===== src/pngu_pkg.sv =====
// shared types and constants for the png scanline unfilter
// no dependencies; every other file in src except pngu_checker refers to this package by scoped names
`default_nettype none

package pngu_pkg;

    localparam int MAX_ROW_BYTES   = 16384;
    localparam int MAX_PIXEL_BYTES = 8;

    localparam int COL_W     = $clog2(MAX_ROW_BYTES);
    localparam int RLEN_W    = COL_W + 1;
    localparam int PIX_IDX_W = (MAX_PIXEL_BYTES > 1) ? $clog2(MAX_PIXEL_BYTES) : 1;
    localparam int PLEN_W    = 4;
    localparam int ROW_W     = 16;

    localparam int CFG_IDX_W  = 2;
    localparam int CFG_DATA_W = 16;

    localparam logic [CFG_IDX_W-1:0] CFG_ROW_BYTES       = 2'd0;
    localparam logic [CFG_IDX_W-1:0] CFG_BYTES_PER_PIXEL = 2'd1;
    localparam logic [CFG_IDX_W-1:0] CFG_IMAGE_ROWS      = 2'd2;

    localparam int QUEUE_DEPTH = 4;
    localparam int QUEUE_AW    = $clog2(QUEUE_DEPTH);

    typedef enum logic [2:0] {
        FILT_NONE  = 3'd0,
        FILT_SUB   = 3'd1,
        FILT_UP    = 3'd2,
        FILT_AVG   = 3'd3,
        FILT_PAETH = 3'd4
    } filter_t;

    // effective configuration, already clamped into range
    typedef struct packed {
        logic [RLEN_W-1:0] row_len;
        logic [PLEN_W-1:0] pix_len;
        logic [ROW_W-1:0]  rows;
    } cfg_t;

    // one classified byte on its way from front to back
    typedef struct packed {
        logic [7:0]       data;
        filter_t          filter;
        logic [COL_W-1:0] col;
        logic             has_above;
        logic             has_left;
        logic             last_col;
        logic             last_row;
        logic             bad;
    } entry_t;

endpackage

`default_nettype wire


===== src/pngu_queue.sv =====
// short first-in first-out queue of classified entries between front and back
// depends on pngu_pkg
`default_nettype none

module pngu_queue
(
    input  wire logic              clk,
    input  wire logic              rst_n,
    input  wire logic              push_valid,
    output logic                   push_ready,
    input  wire pngu_pkg::entry_t  push_entry,
    output logic                   pop_valid,
    input  wire logic              pop_ready,
    output pngu_pkg::entry_t       pop_entry
);

    pngu_pkg::entry_t                store_reg [pngu_pkg::QUEUE_DEPTH];
    logic [pngu_pkg::QUEUE_AW-1:0]   wr_ptr_reg, wr_ptr_next;
    logic [pngu_pkg::QUEUE_AW-1:0]   rd_ptr_reg, rd_ptr_next;
    logic [pngu_pkg::QUEUE_AW:0]     count_reg, count_next;
    logic                            push;
    logic                            pop;

    assign push_ready = count_reg != (pngu_pkg::QUEUE_AW + 1)'(pngu_pkg::QUEUE_DEPTH);
    assign pop_valid  = count_reg != '0;
    assign pop_entry  = store_reg[rd_ptr_reg];
    assign push       = push_valid && push_ready;
    assign pop        = pop_valid && pop_ready;

    always_comb
    begin
        wr_ptr_next = push ? wr_ptr_reg + pngu_pkg::QUEUE_AW'(1) : wr_ptr_reg;
        rd_ptr_next = pop ? rd_ptr_reg + pngu_pkg::QUEUE_AW'(1) : rd_ptr_reg;
        count_next  = count_reg;
        if (push && !pop)
        begin
            count_next = count_reg + (pngu_pkg::QUEUE_AW + 1)'(1);
        end
        else if (pop && !push)
        begin
            count_next = count_reg - (pngu_pkg::QUEUE_AW + 1)'(1);
        end
    end

    always_ff @(posedge clk)
    begin
        if (push)
        begin
            store_reg[wr_ptr_reg] <= push_entry;
        end
    end

    always_ff @(posedge clk or negedge rst_n)
    begin
        if (!rst_n)
        begin
            wr_ptr_reg <= '0;
            rd_ptr_reg <= '0;
            count_reg  <= '0;
        end
        else
        begin
            wr_ptr_reg <= wr_ptr_next;
            rd_ptr_reg <= rd_ptr_next;
            count_reg  <= count_next;
        end
    end

endmodule

`default_nettype wire


===== config.mk =====
export PLATFORM = sky130hd
export DESIGN_NAME = pngu_queue
export DESIGN_NICKNAME = d
export VERILOG_FILES = /design/src/pngu_pkg.sv /design/src/pngu_queue.sv
export SDC_FILE = /design/constraint.sdc
export NUM_CORES = 1
export LEC_CHECK = 0
export BUFFER_PORTS_ARGS = -buffer_cell sky130_fd_sc_hd__buf_4
export CORE_AREA = 2 2 113 115
export CTS_CLUSTER_DIAMETER = 150
export DETAILED_ROUTE_END_ITERATION = 16
export DIE_AREA = 0 0 115 117
export PLACE_DENSITY_LB_ADDON = 0.15
export SETUP_SLACK_MARGIN = 0.05
export SKIP_CTS_REPAIR_TIMING = 1
export SLEW_MARGIN = 30
export SYNTH_ARGS = -nofsm -noshare
export SYNTH_HDL_FRONTEND = slang
export SYNTH_SLANG_ARGS = --single-unit

===== constraint.sdc =====
create_clock -name clk -period 1.8 [get_ports clk]
set_input_delay 0.36 -clock clk [delete_from_list [all_inputs] [get_ports clk]]
set_output_delay 0.36 -clock clk [all_outputs]
set_load 0.02 [all_outputs]

==> results of run 1 <==
[placed cells by master, fill, tap and decap left out, types with 2 or more instances in the layout]
| cell | instances |
|---|---|
| clkbuf_16 | 17 |
| and2_2 | 3 |
| clkinvlp_4 | 3 |
| buf_6 | 33 |
| bufinv_16 | 3 |
| buf_12 | 10 |
| edfxtp_1 | 120 |
| dfrtp_1 | 6 |
| clkinv_4 | 3 |
| ha_1 | 4 |
| clkinv_1 | 2 |
| xnor2_1 | 4 |
| clkinv_2 | 3 |
| inv_1 | 2 |
| buf_4 | 48 |
| xor2_1 | 2 |
| mux4_2 | 30 |
[per-layer routing]
layer | wire (um) | global-route usage | vias to the layer above
met4 | 148 | 0.0602 | 0
met1 | 3660 | 0.171 | 1161
met5 | 0 | 0 | -
met2 | 4170 | 0.205 | 52
li1 | - | - | 1013
met3 | 325 | 0.0499 | 11
[worst max-delay path, stage by stage, from the launching register on]
cell	delay, ps
dfrtp_2	400
buf_12	140
buf_12	130
mux4_2	520
buf_6	150
[final cells by class]
type | instances | area, um2 | share of cell area
sequential | 127 | 3780 | 0.585
timing repair buffer | 92 | 942 | 0.146
multi-input combinational | 55 | 941 | 0.146
clock buffer | 17 | 425 | 0.0659
tap | 150 | 188 | 0.0291
clock inverter | 15 | 170 | 0.0264
inverter | 3 | 11.3 | 0.00174
[where the power goes]
group / switching [W] / internal [W] / total, W
registers: 0.000169 / 0.00392 / 0.00409
logic: 0.00207 / 0.00236 / 0.00443
clock network: 0.00121 / 0.00216 / 0.00337
[cells by family (layout without fill, tap and decap cells)]
family / after synthesis / after routing / share of synthesized area
mux: 32 / 32 / 0.148
xor+xnor: 6 / 6 / 0.0110
simple gates: 10 / 10 / 0.0107
flops: 127 / 127 / 0.791
buf+inv: 10 / 127 / 0.0204
compound gates: 1 / 1 / 0.00236
fa+ha+maj: 6 / 6 / 0.0173
[worst max path at each step]
stage	cells past startpoint	slack (ps)	startpoint	endpoint
after detailed placement	8	-130	count_reg[2]	count_reg[2]
after global placement	8	-80	count_reg[2]	count_reg[2]
after floorplan	8	-160	count_reg[2]	count_reg[2]
final	4	-310	rd_ptr_reg[0]	pop_entry[16]
after global routing	4	-380	rd_ptr_reg[0]	pop_entry[16]
after CTS	4	-400	rd_ptr_reg[0]	pop_entry[16]
[stage by stage]
stage          cell area, um2  std cells
6_report                 6460        459
5_1_grt                  6460        459
4_1_cts                  6270        453
3_5_place_dp             5670        421
3_3_place_gp             5670        421
2_1_floorplan            4810        192
==> metrics.md, run 1 <==
| Metric | Value |
|---|---|
| Vias | `between 2000 and 2500` |
| Fin util | `0.524` |
| Worst r2r src | `count_reg[2]` |
| First-pass detailed-route iteration total | `4` |
| Setup CP Type | `reg -> out` |
| Initial Util | `0.388` |
| WL final | `8.31 mm` |
| Max frequency | `473 MHz` |
| Final GP Congestion | `around 0.70` |
| Die W | `115 um` |
| Leak pwr | `around 2.3 nW` |
| Number of flops mapped to enable cells by yosys | `120` |
| Post-synthesis instance total | `approximately 190` |
| RSZ-0062 raised after global routing | `yes` |
| Slew @ Worst Pin | `roughly 200 ps` |
| Top cells by area, synth | `edfxtp_1, mux4_2, dfrtp_1` |
| Final Hold Vio Count | `0` |
| # DRC | `0` |
| Worst Path Required | `roughly 1400 ps` |
| Core box area | `approximately 12000 um2` |
| # rows | `41` |
| TritonCTS clock tree | `done` |
| Dominant cell type by area after synthesis | `edfxtp_1` |
| CTS buffer count | `17` |
| Power density over cell area | `around 1800 nW/um2` |
| Die area | `13500 um2` |
| FF-to-FF path depth | `8` |
| Root buffer cell | `clkbuf_16` |
| Hold Startpoint | `push_entry[23]` |
| Slew Limit Fails | `0` |
| Io pins | `66` |
| Place WS | `-135 ps` |
| Drt via density | `a little under 5` |
| Min setup slack post-route | `-312 ps` |
| Synthesized Nets | `~230` |
| Setup violators final | `33` |
| Final total power | `0.0119 W` |
| Routed len/inst | `18.1 um` |
| Hold crit path type | `in -> reg` |
| Vias in the first global route | `approximately 2300` |
| Layout cells sized above 1 | `0.534` |
| Reg2reg end | `count_reg[2]` |
| Worst Setup Start Kind | `register` |
| WHS Endpoint | `store_reg[3][23]` |
| Data arrival, critical path | `1750 ps` |
| Clk sink count | `about 130` |
| Synthesized flop and latch total | `127` |
| Fillers | `just over 1000` |
| Dominant synthesized flop cell | `edfxtp_1` |
| Fin nets | `between 300 and 400` |
| Number of DRC markers in iteration 0 | `80` |
| H-Tree Depth | `4` |
| First-pass GRT wire length | `around 13 mm` |
| Largest net degree at the start of global routing | `21` |
| WHS | `149 ps` |
| GRT Total Usage | `0.133` |
| Area of the mapped netlist | `about 4800 um2` |
| Post-route setup TNS | `-8060 ps` |
| Failing checks | `setup timing` |
| Synthesis-to-finish area growth | `35.1%` |
| Nature of the critical path endpoint | `output port` |
| Max_cap viols | `0` |
| Grt total ovfl | `0` |
| Largest register FFs | `120` |
| Remaining antenna violation count after routing | `0` |
| Share of the synthesized area in the top cell type | `0.754` |
| Most frequent cell after synthesis | `edfxtp_1` |
| Synthesis Warnings | `0` |
| Fin crit period | `2110 ps` |
| Hpwl dp | `5.21 mm` |
| Post-Syn Area per Cell | `roughly 25 um2` |
| Number of diodes | `0` |
| Top cells by count, synth | `edfxtp_1, mux4_2, dfrtp_1, ha_1` |
| Hold Path Depth | `1` |
| Post-synth cell types | `19` |
| CTS max path bufs | `2` |
| R2r setup slk | `-60 ps` |
| Slew HR | `0.866` |
| CP max FO | `6` |
| Worst vdd rail ir drop | `0.882 mV` |
| Clock skew | `around 6.0 ps` |
| Chip height | `117 um` |
| Initial antenna violation count | `0` |
| Post-synth ARST share | `0.0551` |
| Clock-pin slew on the worst setup and hold paths | `around 60 ps` |
| Port bufs | `65` |
| Status | `complete, but fails checks` |
| Clock latency on the worst-skew pair | `410 ps` |
| Final period util | `1.17` |
| Post-synthesis sequential area ratio | `0.791` |
(Power assumes the default switching activity.)
==> run 2, diff against run 1 <==
SKIP_CTS_REPAIR_TIMING = default   (was 1)
==> run 2 against run 1 <==
Effect of this change:
- the flow still finishes with violations (setup timing)
- non-clock buffer count grew 1
- sequential cell count unchanged
- setup slack improved by 2.9 ps
- first-iteration DRC count rose by 2.5%
- combinational power is essentially flat
- fmax is 0.14% higher
- sequential power barely moved
- routed wire length fell by 0.65%
- utilization is essentially flat
- total power is 0.25% lower
- via count fell by 0.18%
- clock power is essentially flat
- critical path type unchanged
- largest power group unchanged
==> metrics.md, run 2 (synthesis results as in run 1) <==
| Metric | Value |
|---|---|
| Status | `complete, but fails checks` |
| Failing checks | `setup timing` |
| Internal | `0.00843 W (-0.17%)` |
| Vias in the first global route | `2386 (+2.3%)` |
| Vias | `2233 (-0.18%)` |
| Chip height | `117 um (unchanged)` |
| Fin nets | `337 (+0.30%)` |
| Hpwl dp | `5.21 mm (unchanged)` |
| Slew @ Worst Pin | `201 ps (+1.08 ps)` |
| Hold crit path type | `in -> reg` |
| Final period util | `1.17 (-0.00160)` |
| RSZ-0062 raised after global routing | `yes` |
| Nature of the critical path endpoint | `output port` |
| Slew Limit Fails | `0 (unchanged)` |
| Root buffer cell | `clkbuf_16` |
| Slew HR | `0.865 (about the same)` |
| Commonest non-fill, non-tap cells in the layout | `edfxtp_1, buf_4, buf_6` |
| Data arrival, critical path | `1750 ps (about the same)` |
| Power density over cell area | `1840 nW/um2 (-0.23%)` |
| Clock latency on the worst-skew pair | `410 ps (about the same)` |
| CP max FO | `6 (unchanged)` |
| Port bufs | `65 (unchanged)` |
| FF-to-FF path depth | `8 (unchanged)` |
| CTS max path bufs | `2 (unchanged)` |
| Worst vdd rail ir drop | `0.790 mV (-10%)` |
| Hold Startpoint | `push_entry[23]` |
| WL final | `8.25 mm (-0.65%)` |
| Die W | `115 um (unchanged)` |
| Setup CP Type | `reg -> out` |
| Final Hold Vio Count | `0 (unchanged)` |
| Most common cell after layout, fill and taps aside | `edfxtp_1` |
| Worst Path Required | `1440 ps (about the same)` |
| GRT Total Usage | `0.135 (+0.00124)` |
| Core box area | `12300 um2 (unchanged)` |
| Largest register FFs | `120 (unchanged)` |
| Hold Path Depth | `1 (unchanged)` |
| Routed len/inst | `17.9 um (-0.87%)` |
| First-pass GRT wire length | `12.7 mm (+1.3%)` |
| Cell area after layout | `6460 um2 (about the same)` |
| # DRC | `0 (unchanged)` |
| Final GP Congestion | `0.696 (unchanged)` |
| Place WS | `-135 ps (unchanged)` |
| TritonCTS clock tree | `done` |
| Initial antenna violation count | `0 (unchanged)` |
| Clock power frac | `0.284 (about the same)` |
| Worst r2r src | `count_reg[2]` |
| Finished Layout Cells | `460 (+0.22%)` |
| Flop pwr share | `0.345 (about the same)` |
| Grt total ovfl | `0 (unchanged)` |
| CTS buffer count | `17 (unchanged)` |
| H-Tree Depth | `4 (unchanged)` |
| Layout cells sized above 1 | `0.535 (+0.00150)` |
| First-pass detailed-route iteration total | `4 (unchanged)` |
| Clock-pin slew on the worst setup and hold paths | `60 ps (about the same)` |
| Cells after DPL | `421 (unchanged)` |
| Worst Setup Start Kind | `register` |
| Fin crit period | `2110 ps (-2.89 ps)` |
| Min setup slack post-route | `-309 ps (+2.89 ps)` |
| Largest net degree at the start of global routing | `21 (unchanged)` |
| Number of DRC markers in iteration 0 | `82 (+2.5%)` |
| # rows | `41 (unchanged)` |
| Synthesis-to-finish area growth | `35.1% (about the same)` |
| Clk sink count | `127 (unchanged)` |
| Clock skew | `5.77 ps (-0.243 ps)` |
| Max_cap viols | `0 (unchanged)` |
| Setup violators final | `33 (unchanged)` |
| Max frequency | `474 MHz (+0.14%)` |
| Io pins | `66 (unchanged)` |
| Drt via density | `4.85 (-0.40%)` |
| Net load switching power | `0.00343 W (-0.46%)` |
| Initial Util | `0.388 (unchanged)` |
| Placed cell area | `5670 um2 (unchanged)` |
| Number of diodes | `0 (unchanged)` |
| Die area | `13500 um2 (unchanged)` |
| Comb pwr share | `0.371 (about the same)` |
| Fin util | `0.524 (about the same)` |
| Setup crit start | `rd_ptr_reg[0]` |
| Switch share | `0.289 (-0.000589)` |
| Remaining antenna violation count after routing | `0 (unchanged)` |
| Leak pwr | `2.30 nW (about the same)` |
[run 2: critical path, stage by stage (launching register included)]
cell and delay, ps:
dfrtp_2 400, buf_12 140, buf_12 130, mux4_2 520
buf_6 150
[run 2: power groups by stage]
stage	clock network (W)	registers (W)	logic (W)
global route	0.00360	0.00414	0.00469
global placement	0	0.00412	0.00397
detailed placement	0	0.00415	0.00397
CTS	0.00346	0.00409	0.00449
finish	0.00337	0.00409	0.00440
floorplan	0	0.00411	0.00240
[run 2: stage by stage]
stage	hold slack, ps	setup TNS (ps)	power, W
6_report	150	-7970	0.0119
3_5_place_dp	182	-156	0.00812
5_1_grt	129	-9910	0.0124
4_1_cts	131	-9020	0.0120
2_1_floorplan	64.4	-250	0.00651
3_3_place_gp	181	-108	0.00809
[run 2: what timing repair did]
action | CTS | global route
gates resized for setup | 37 | 2
hold buffers | 1 | 0
setup endpoints to repair | 33 | 72
buffers inserted | 5 | 1
pin swaps | 3 | 3
endpoints found under the hold margin | 7 | 0
[run 2: final timing paths]
check	endpoint	slack, ps
setup / recovery	pop_entry[16]	-310
hold / removal	store_reg[3][23]	150
setup reg to reg	count_reg[2]	-80
hold reg to reg	count_reg[2]	580
max in group asynchronous	rd_ptr_reg[0]	1370
min in group asynchronous	count_reg[0]	300
[run 2: layout make-up]
| class | count | area [um2] |
|---|---|---|
| clock buffer | 17 | 425 |
| clock inverter | 15 | 170 |
| fill | 1015 | 5860 |
| inverter | 3 | 11.3 |
| multi-input combinational | 55 | 932 |
| sequential | 127 | 3780 |
| tap | 150 | 188 |
| timing repair buffer | 93 | 950 |
[run 2: routing by layer]
| layer | part of all wire | wire length [um] | global-route usage |
|---|---|---|---|
| met5 | 0 | 0 | 0 |
| met4 | 0.018 | 149 | 0.0602 |
| met3 | 0.042 | 350 | 0.0489 |
| met2 | 0.50 | 4150 | 0.208 |
| met1 | 0.44 | 3600 | 0.173 |
