File: src/pngu_pkg.sv
// shared types and constants for the png scanline unfilter
// no dependencies; every other file in src except pngu_checker refers to this package by scoped names
`default_nettype none

package pngu_pkg;

    localparam int MAX_ROW_BYTES   = 16384;
    localparam int MAX_PIXEL_BYTES = 8;

    localparam int COL_W     = $clog2(MAX_ROW_BYTES);
    localparam int RLEN_W    = COL_W + 1;
    localparam int PIX_IDX_W = (MAX_PIXEL_BYTES > 1) ? $clog2(MAX_PIXEL_BYTES) : 1;
    localparam int PLEN_W    = 4;
    localparam int ROW_W     = 16;

    localparam int CFG_IDX_W  = 2;
    localparam int CFG_DATA_W = 16;

    localparam logic [CFG_IDX_W-1:0] CFG_ROW_BYTES       = 2'd0;
    localparam logic [CFG_IDX_W-1:0] CFG_BYTES_PER_PIXEL = 2'd1;
    localparam logic [CFG_IDX_W-1:0] CFG_IMAGE_ROWS      = 2'd2;

    localparam int QUEUE_DEPTH = 4;
    localparam int QUEUE_AW    = $clog2(QUEUE_DEPTH);

    typedef enum logic [2:0] {
        FILT_NONE  = 3'd0,
        FILT_SUB   = 3'd1,
        FILT_UP    = 3'd2,
        FILT_AVG   = 3'd3,
        FILT_PAETH = 3'd4
    } filter_t;

    // effective configuration, already clamped into range
    typedef struct packed {
        logic [RLEN_W-1:0] row_len;
        logic [PLEN_W-1:0] pix_len;
        logic [ROW_W-1:0]  rows;
    } cfg_t;

    // one classified byte on its way from front to back
    typedef struct packed {
        logic [7:0]       data;
        filter_t          filter;
        logic [COL_W-1:0] col;
        logic             has_above;
        logic             has_left;
        logic             last_col;
        logic             last_row;
        logic             bad;
    } entry_t;

endpackage

`default_nettype wire

File: src/pngu_front.sv
// front end: accepts stream bytes, tracks row and column, classifies each byte
// depends on pngu_pkg
`default_nettype none

module pngu_front
(
    input  wire logic            clk,
    input  wire logic            rst_n,
    input  wire pngu_pkg::cfg_t  cfg,
    input  wire logic            in_valid,
    output logic                 in_ready,
    input  wire logic [7:0]      data_byte,
    output logic                 q_valid,
    input  wire logic            q_ready,
    output pngu_pkg::entry_t     q_entry
);

    logic                            awaiting_reg, awaiting_next;
    logic                            error_reg, error_next;
    pngu_pkg::filter_t               filter_reg, filter_next;
    logic [pngu_pkg::COL_W-1:0]      col_reg, col_next;
    logic [pngu_pkg::ROW_W-1:0]      row_reg, row_next;

    logic                            accept;
    logic                            bad;
    logic                            last_col;
    logic                            last_row;
    logic                            has_left;
    logic [pngu_pkg::RLEN_W-1:0]     col_inc;
    logic [pngu_pkg::ROW_W:0]        row_inc;

    assign in_ready = q_ready;
    assign accept   = in_valid && q_ready;

    assign bad      = data_byte > {5'd0, pngu_pkg::FILT_PAETH};
    assign col_inc  = {1'b0, col_reg} + pngu_pkg::RLEN_W'(1);
    assign row_inc  = {1'b0, row_reg} + (pngu_pkg::ROW_W + 1)'(1);
    assign last_col = col_inc >= cfg.row_len;
    assign last_row = row_inc >= {1'b0, cfg.rows};
    assign has_left = col_reg >= pngu_pkg::COL_W'(cfg.pix_len);

    // a filter byte only pushes when it is the error
    assign q_valid = in_valid && !error_reg && (!awaiting_reg || bad);

    always_comb
    begin
        q_entry.data      = data_byte;
        q_entry.filter    = filter_reg;
        q_entry.col       = col_reg;
        q_entry.has_above = row_reg != '0;
        q_entry.has_left  = has_left;
        q_entry.last_col  = last_col;
        q_entry.last_row  = last_col && last_row;
        q_entry.bad       = awaiting_reg;
    end

    always_comb
    begin
        awaiting_next = awaiting_reg;
        error_next    = error_reg;
        filter_next   = filter_reg;
        col_next      = col_reg;
        row_next      = row_reg;
        if (accept && !error_reg)
        begin
            if (awaiting_reg)
            begin
                if (bad)
                begin
                    error_next = 1'b1;
                end
                else
                begin
                    filter_next   = pngu_pkg::filter_t'(data_byte[2:0]);
                    awaiting_next = 1'b0;
                end
            end
            else if (last_col)
            begin
                col_next      = '0;
                awaiting_next = 1'b1;
                row_next      = last_row ? '0 : row_inc[pngu_pkg::ROW_W-1:0];
            end
            else
            begin
                col_next = col_inc[pngu_pkg::COL_W-1:0];
            end
        end
    end

    always_ff @(posedge clk or negedge rst_n)
    begin
        if (!rst_n)
        begin
            awaiting_reg <= 1'b1;
            error_reg    <= 1'b0;
            filter_reg   <= pngu_pkg::FILT_NONE;
            col_reg      <= '0;
            row_reg      <= '0;
        end
        else
        begin
            awaiting_reg <= awaiting_next;
            error_reg    <= error_next;
            filter_reg   <= filter_next;
            col_reg      <= col_next;
            row_reg      <= row_next;
        end
    end

endmodule

`default_nettype wire

File: config.mk
export PLATFORM = sky130hd
export DESIGN_NAME = pngu_front
export DESIGN_NICKNAME = d
export VERILOG_FILES = /design/src/pngu_pkg.sv /design/src/pngu_front.sv
export SDC_FILE = /design/constraint.sdc
export NUM_CORES = 1
export LEC_CHECK = 0
export ABC_CLOCK_PERIOD_IN_PS = 7700
export CORE_MARGIN = 10
export CORE_UTILIZATION = 46
export CTS_BUF_LIST = sky130_fd_sc_hd__clkbuf_4
export DETAILED_ROUTE_END_ITERATION = 12
export DONT_BUFFER_PORTS = 1
export HOLD_SLACK_MARGIN = 0.08
export SETUP_SLACK_MARGIN = 0.05
export SLEW_MARGIN = 5
export SYNTH_ARGS = -nofsm -noshare
export SYNTH_HDL_FRONTEND = slang
export SYNTH_SLANG_ARGS = --single-unit
export TNS_END_PERCENT = 1
File: constraint.sdc
create_clock -name clk -period 7.7 [get_ports clk]
set_clock_uncertainty 0.1 [all_clocks]
set_input_delay 1.54 -clock clk [delete_from_list [all_inputs] [get_ports clk]]
set_output_delay 1.54 -clock clk [all_outputs]
set_load 0.05 [all_outputs]
==> flow_metrics.py, run 1 <==
metrics = {
    "power": {
        "p_per_area_nw_per_um2": 180.6,
        "p_leak_nw": 1.629,
        "irDropWorstVdd_v": 0.0001080,
    },
    "clock_network": {
        "cts_tree": "built",
        "cts.clk_slew.worst_paths_ns": 0.12,
        "cts_hold_buf": 0,
        "clock_latency_ns": 0.37,
        "cts_inserted_buffers": 5,
        "cts.sinks": 35,
        "cts.path.max_buffers": 2,
        "cts_resized": 0,
        "clock-root-buffer": "clkbuf_4",
        "htree_levels": 2,
        "post_cts_buffers": 0,
    },
    "place": {
        "gp_congestion": 0.8511,
        "io_buffers": 0,
        "hpwlAfterDp_um": 5767,
        "place_ws_ns": 2.256,
    },
    "sta": {
        "min_period_ns": 5.825,
        "final.setup.tns_ns": 0,
        "final_hold_viol_count": 0,
        "fmax_mhz": 171.7,
        "final_max_slew_viol_count": 0,
        "slew_headroom_pct": 50.97,
        "final.period_utilization_pct": 75.65,
        "fin_ws_ns": 1.875,
        "setup_viol": 0,
        "rsz0062_at_grt": "false",
        "worst_pin_slew_ns": 0.7355,
    },
    "worst_setup_path": {
        "arrival_ns": 4.18,
        "cp.required_ns": 6.06,
        "crit_type": "flop to output pin",
        "cp_max_fo": 11,
        "critPathBufInv": 1,
        "crit_chain": "ha_1 -> nand3_2 -> or3_1 -> o31a_1 -> or2_1 -> ha_1 -> a21o_1 -> a2111oi_2 -> o41ai_2 -> buf_4 -> nand2b_1 -> and2_1",
        "slowest_stage": "or3_1",
        "crit_family": "simple AND/OR/NAND/NOR gates",
        "cp_common_cell": "ha_1",
        "end_kind": "output pin",
        "critPathMaxStageDelay_ns": 0.53,
        "start_kind": "flop",
    },
    "synth": {
        "synth_top_area_cell": "dfrtp_1",
        "async_reset_ff_share_pct": 100.0,
        "synthDistinctLibCells": 57,
        "yosysTopAreaCellShare_pct": 26.56,
        "synth-warning-count": 0,
        "synth_seq_cells": 35,
        "synth_edf_count": 0,
        "synth_cells": 383,
        "synth_area_um2": 3203,
        "avgSynthCellArea_um2": 8.363,
        "ys.flop_type": "dfrtp_1",
        "synth.area.top_cells": "dfrtp_1 27%, ha_1 15%, inv_1 5.3%, nand2_1 4.3%, a22o_1 3.8%",
        "synth_fp_nets": 468,
        "ys_seq_area_share_pct": 27.38,
    },
    "job": {
        "max_cap_violations": 0,
    },
    "drt": {
        "first_pass_iters": 4,
        "drtIter0Drc": 97,
        "vias_per_cell": 5.562,
        "vias": 2564,
        "drcViolationCount": 0,
        "routed_wirelength_um": 7405,
        "drtAntennaViolNets": 0,
        "routedWlPerCell_um": 16.06,
    },
    "final_layout": {
        "finalCoreUtilization_pct": 47.86,
        "drive_above_1_share_pct": 8.767,
        "nFillCells": 661,
        "antenna_cells": 0,
        "layout_commonest_cell": "inv_1",
        "final_cell_mix": "45 x inv_1, 38 x ha_1, 37 x nand2_1",
        "nets": 449,
        "syn_to_final_growth_pct": 1.523,
        "largest_reg_flops": 16,
    },
    "floorplanning": {
        "initial_core_util_pct": 47.15,
        "dieArea_um2": 10700,
        "dieHeight_um": 103.4,
        "core_region_area_um2": 6794,
        "fp-row-count": 30,
        "die_width_um": 103.4,
        "ios": 79,
    },
    "worst_hold_path": {
        "hp-class": "flop to flop",
    },
    "global_route": {
        "grt_pass1_vias": 2436,
        "use_met1_pct": 18.28,
        "met2_usage_pct": 22.42,
        "overflow": 0,
        "antenna_found_initial": 0,
        "grt_busiest_layer": "met2",
        "track_usage_pct": 14.08,
        "grt_max_degree": 36,
        "grt_pass1_wl_um": 11980,
        "grtUsageMet3_pct": 3.455,
    },
    "status": {
        "status": "finished, final reports clean",
    },
}
## cell families after synthesis
| logic type | after synthesis | share of synthesized area (%) |
|---|---|---|
| AND/OR/NAND/NOR | 129 | 21.02 |
| AO/OA/AOI/OAI | 80 | 18.05 |
| buffers and inverters | 74 | 10.98 |
| adder cells (fa/ha/maj) | 38 | 14.84 |
| flip-flops | 35 | 27.38 |
| XOR/XNOR | 22 | 6.016 |
| multiplexers | 5 | 1.719 |
## area by class of cell
class,instances,area [µm²],share of cell area [%]
Sequential cell,35,877.1,26.97
Inverter,46,172.7,5.310
Tap cell,96,120.1,3.694
Timing Repair Buffer,2,15.01,0.4617
Multi-Input combinational cell,274,1986,61.06
Clock buffer,5,37.54,1.154
Clock inverter,3,43.79,1.347
## through the flow
stage	cell area, µm²	hold slack, ns	std cells	power (mW)
6_report	3252	0.4203	461	0.5873
5_1_grt	3252	0.4603	461	0.6314
4_1_cts	3252	0.4250	461	0.5949
3_5_place_dp	3171	0.3994	453	0.4531
3_3_place_gp	3171	0.3915	453	0.4478
2_1_floorplan	3203	0.3641	383	0.4269
## layer usage
layer / up-vias / share of wire, %
met5: - / 0
met4: 0 / 1.1
met3: 9 / 6.4
met2: 64 / 46
met1: 1199 / 47
li1: 1292 / -
## power by group
part           internal [mW]  switching [mW]  leakage (nW)
clock                 0.0683          0.0727        0.0452
sequential             0.201          0.0861         0.428
combinational         0.0718          0.0873          1.16
## path summary, 6_finish.rpt
check | from | to | slack [ns] | cells past startpoint
setup / recovery | row_reg[0] | q_entry[1] | 1.88 | 12
hold / removal | error_reg | error_reg | 0.42 | 1
setup reg to reg | row_reg[0] | row_reg[8] | 3.54 | 12
hold reg to reg | error_reg | error_reg | 0.42 | 1
max in group asynchronous | rst_n | awaiting_reg | 6.57 | 0
min in group asynchronous | rst_n | col_reg[6] | 0.74 | 0
## synthesized netlist by cell type (all sizes together) (3+ instances only)
cell type	count
inv	46
ha	38
nand2	37
dfrtp	34
o21ai	24
buf	21
nor2	21
a21oi	18
nand3	15
a22o	14
xnor2	14
nor3	13
xor2	8
clkbuf	7
nand4	7
nor4	6
and3	5
nand2b	5
nor2b	5
mux2	4
or3	4
o21bai	3
o221ai	3
o31ai	3
Note: power is estimated with default switching activity, not from simulation.
==> run 2: changes to the inputs <==
ABC_CLOCK_PERIOD_IN_PS = 5930   (was 7700)
clock period = 5.93 ns   (was 7.7 ns; I/O delays follow)
==> flow_metrics.py, run 2 (synthesized netlist as in run 1, its figures left out) <==
metrics = {
    "floorplanning": {
        "core_region_area_um2": 6794,
        "fp-row-count": 30,
        "initial_core_util_pct": 47.15,
        "dieHeight_um": 103.4,
        "die_width_um": 103.4,
        "ios": 79,
        "dieArea_um2": 10700,
    },
    "worst_setup_path": {
        "crit_chain": "ha_1 -> nand3_2 -> or3_1 -> o31a_1 -> or2_1 -> ha_1 -> a21o_1 -> a2111oi_2 -> o41ai_2 -> nand2b_1 -> and2_1",
        "crit_type": "flop to output pin",
        "crit_family": "simple AND/OR/NAND/NOR gates",
        "cp.required_ns": 4.64,
        "slowest_stage": "or3_1",
        "critPathMaxStageDelay_ns": 0.54,
        "cp_max_fo": 7,
        "arrival_ns": 3.98,
        "cp_common_cell": "ha_1",
        "critPathBufInv": 0,
        "start_kind": "flop",
        "end_kind": "output pin",
    },
    "clock_network": {
        "post_cts_buffers": 0,
        "cts.clk_slew.worst_paths_ns": 0.13,
        "cts_resized": 0,
        "cts_tree": "built",
        "htree_levels": 2,
        "cts.sinks": 35,
        "cts_inserted_buffers": 5,
        "clock_latency_ns": 0.35,
        "cts.path.max_buffers": 2,
        "clock-root-buffer": "clkbuf_4",
        "cts_hold_buf": 0,
    },
    "place": {
        "dp.cells": 453,
        "place_ws_ns": 1.037,
        "hpwlAfterDp_um": 5759,
        "io_buffers": 0,
        "gp_congestion": 0.8233,
    },
    "sta": {
        "min_period_ns": 5.266,
        "slew_headroom_pct": 49.03,
        "final.period_utilization_pct": 88.80,
        "final_hold_viol_count": 0,
        "fmax_mhz": 189.9,
        "fin_ws_ns": 0.6643,
        "rsz0062_at_grt": "false",
        "worst_pin_slew_ns": 0.7646,
        "final_max_slew_viol_count": 0,
        "setup_viol": 0,
        "final.setup.tns_ns": 0,
    },
    "drt": {
        "drcViolationCount": 0,
        "first_pass_iters": 4,
        "routedWlPerCell_um": 16.12,
        "drtIter0Drc": 127,
        "routed_wirelength_um": 7431,
        "vias": 2543,
        "vias_per_cell": 5.516,
        "drtAntennaViolNets": 0,
    },
    "power": {
        "p_per_area_nw_per_um2": 234.3,
        "fin_total_pwr_mw": 0.7621,
        "p_leak_nw": 1.629,
        "irDropWorstVdd_v": 0.0001413,
    },
    "global_route": {
        "antenna_found_initial": 0,
        "grt_max_degree": 36,
        "track_usage_pct": 13.80,
        "grt_pass1_wl_um": 11830,
        "overflow": 0,
        "grt_pass1_vias": 2440,
    },
    "final_layout": {
        "layout_commonest_cell": "inv_1",
        "finalCoreUtilization_pct": 47.86,
        "syn_to_final_growth_pct": 1.523,
        "antenna_cells": 0,
        "nets": 449,
        "final_cell_mix": "45 x inv_1, 38 x ha_1, 37 x nand2_1",
        "instances_no_fill": 461,
        "nFillCells": 675,
        "drive_above_1_share_pct": 8.767,
        "largest_reg_flops": 16,
    },
    "job": {
        "max_cap_violations": 0,
    },
    "status": {
        "status": "finished, final reports clean",
    },
    "worst_hold_path": {
        "hp-class": "input port to asynchronous set/reset pin",
    },
}
run 2: cell counts in the layout (fill, tap and decap cells not counted):
Identical to the previous run, type by type.
run 2: worst paths after layout:
check | start | end | slack [ns] | depth (start not counted)
worst max-delay path | row_reg[0] | q_entry[1] | 0.66 | 11
worst min-delay path | rst_n | col_reg[6] | 0.41 | 0
worst max register to register | row_reg[0] | row_reg[8] | 1.76 | 12
worst min register to register | error_reg | error_reg | 0.42 | 1
max in group asynchronous | rst_n | awaiting_reg | 5.14 | 0
min in group clk | error_reg | error_reg | 0.42 | 1
run 2: through the flow:
step	hold slack [ns]	area, µm²
global route	0.3616	3252
floorplan	0.3641	3203
finish	0.4072	3252
detailed placement	0.3920	3171
CTS	0.3899	3252
global placement	0.3911	3171
run 2: layout make-up:
cell class / count / area, µm² / share of cell area [%]
Sequential cell: 35 / 877.1 / 26.97
Inverter: 46 / 172.7 / 5.310
Multi-Input combinational cell: 274 / 1986 / 61.06
Timing Repair Buffer: 2 / 15.01 / 0.4617
Clock buffer: 5 / 37.54 / 1.154
Tap cell: 96 / 120.1 / 3.694
Clock inverter: 3 / 43.79 / 1.347
run 2: report_power, final:
group | leakage (nW) | switching (mW) | internal [mW]
combinational | 1.16 | 0.115 | 0.0937
sequential | 0.428 | 0.111 | 0.261
clock | 0.0452 | 0.0929 | 0.0887
run 2: per-layer routing:
layer	global-route usage, %	vias up	share of wire [%]
li1	-	1287	-
met1	18.43	1182	46
met2	21.39	70	46
met3	3.787	4	7.1
met4	3.636	0	0.58
met5	0	-	0
==> run 3: changes to the inputs <==
CORE_UTILIZATION = 60   (was 46)
CTS_BUF_LIST = sky130_fd_sc_hd__clkbuf_16   (was sky130_fd_sc_hd__clkbuf_4)
CTS_CLUSTER_SIZE = 8   (was not set)
PLACE_DENSITY = 0.76   (was not set)
==> flow_metrics.py, run 3 (synthesized netlist as in run 1, its figures left out) <==
metrics = {
    "power": {
        "p_seq_share_pct": 42.0,
        "p_sw_share_pct": 37.57,
        "p_int_mw": 0.5535,
        "p_clk_share_pct": 34.1,
        "p_leak_nw": 1.668,
        "switchingPower_mw": 0.3330,
        "irDropWorstVdd_v": 0.0002587,
        "combPwrFrac_pct": 23.9,
        "p_per_area_nw_per_um2": 268.1,
    },
    "sta": {
        "setup_viol": 0,
        "min_period_ns": 5.245,
        "fin_ws_ns": 0.6850,
        "final.period_utilization_pct": 88.45,
        "fmax_mhz": 190.7,
        "final_hold_viol_count": 0,
        "holdWs_ns": 0.4220,
        "final.setup.tns_ns": 0,
        "rsz0062_at_grt": "false",
        "final_max_slew_viol_count": 0,
        "slew_headroom_pct": 52.02,
        "worst_pin_slew_ns": 0.7198,
    },
    "floorplanning": {
        "initial_core_util_pct": 62.32,
        "core_region_area_um2": 5140,
        "die_width_um": 93.07,
        "dieArea_um2": 8661,
        "dieHeight_um": 93.07,
        "fp-row-count": 26,
        "ios": 79,
    },
    "final_layout": {
        "design_area_um2": 3307,
        "largest_reg_flops": 16,
        "layout_commonest_cell": "inv_1",
        "syn_to_final_growth_pct": 3.242,
        "drive_above_1_share_pct": 8.767,
        "nets": 449,
        "antenna_cells": 0,
        "final_cell_mix": "45 x inv_1, 38 x ha_1, 37 x nand2_1",
    },
    "worst_setup_path": {
        "critPathMaxStageDelay_ns": 0.54,
        "end_kind": "output pin",
        "cp.required_ns": 4.64,
        "crit_type": "flop to output pin",
        "start_kind": "flop",
        "cp_max_fo": 7,
        "crit_chain": "ha_1 -> nand3_2 -> or3_1 -> o31a_1 -> or2_1 -> ha_1 -> a21o_1 -> a2111oi_2 -> o41ai_2 -> nand2b_1 -> and2_1",
        "cp_common_cell": "ha_1",
        "arrival_ns": 3.96,
        "slowest_stage": "or3_1",
    },
    "drt": {
        "vias_per_cell": 6.005,
        "routed_wirelength_um": 7566,
        "first_pass_iters": 4,
        "drtAntennaViolNets": 0,
        "drcViolationCount": 0,
        "vias": 2612,
        "drtIter0Drc": 175,
        "routedWlPerCell_um": 17.39,
    },
    "clock_network": {
        "cts.path.max_buffers": 2,
        "cts.clk_slew.worst_paths_ns": 0.06,
        "cts_inserted_buffers": 5,
        "cts_resized": 0,
        "post_cts_buffers": 0,
        "cts_tree": "built",
        "cts.sinks": 35,
        "clock_latency_ns": 0.28,
        "htree_levels": 2,
        "clock-root-buffer": "clkbuf_16",
        "cts_hold_buf": 0,
    },
    "place": {
        "place_area_um2": 3138,
        "hpwlAfterDp_um": 5642,
        "gp_congestion": 0.8551,
        "place_ws_ns": 1.027,
        "io_buffers": 0,
    },
    "global_route": {
        "grt_pass1_vias": 2641,
        "grt_pass1_wl_um": 12830,
        "track_usage_pct": 17.89,
        "antenna_found_initial": 0,
        "overflow": 0,
        "grt_max_degree": 36,
    },
    "job": {
        "max_cap_violations": 0,
    },
    "worst_hold_path": {
        "hp-class": "flop to flop",
    },
    "status": {
        "status": "finished, final reports clean",
    },
}
==> run 3: cell count changes in the layout (fill, tap and decap cells not counted) <==
cell,before,now
clkbuf_16,0,5
clkbuf_4,5,0
==> run 3: power by group through the flow <==
stage                     Sequential, mW  Combinational, mW  Clock, mW
after global routing               0.380              0.248      0.316
after floorplan                    0.352              0.202          0
after detailed placement           0.377              0.211          0
after CTS                          0.372              0.213      0.307
final                              0.372              0.212      0.302
after global placement             0.376              0.202          0
==> run 3: path summary, 6_finish.rpt <==
path / from / endpoint / slack (ns) / cells past startpoint
setup / recovery: row_reg[0] / q_entry[1] / 0.68 / 11
hold / removal: error_reg / error_reg / 0.42 / 1
setup reg to reg: row_reg[0] / row_reg[4] / 1.72 / 12
hold reg to reg: error_reg / error_reg / 0.42 / 1
max in group asynchronous: rst_n / awaiting_reg / 5.05 / 0
min in group asynchronous: rst_n / col_reg[12] / 0.49 / 0
==> run 3: critical path: cells and delay by family (launching register included) <==
family,cells,cell delay (ns)
AND/OR/NAND/NOR,5,1.61
AO/OA/AOI/OAI,4,1.06
adder cells (fa/ha/maj),2,0.57
flip-flops,1,0.44
==> run 3: layout make-up <==
cell class	instances	area, µm²
Clock buffer	5	125.1
Clock inverter	3	43.79
Fill cell	446	1833
Inverter	46	172.7
Multi-Input combinational cell	274	1986
Sequential cell	35	877.1
Tap cell	70	87.58
Timing Repair Buffer	2	15.01
==> run 3: metal layers <==
metal	routed length, µm	up-vias	GRT usage, %
li1	-	1287	-
met1	3234	1215	21.43
met2	3668	99	30.84
met3	557	11	4.956
met4	106	0	4.499
met5	0	-	0
==> run 3: per-stage QoR <==
step                      instances  power, mW  utilization [%]
after detailed placement        427     0.5880            61.05
after CTS                       435     0.8921            64.34
after floorplan                 383     0.5543                -
after global placement          427     0.5787            61.05
final                           435     0.8865            64.34
after global routing            435     0.9439            64.34
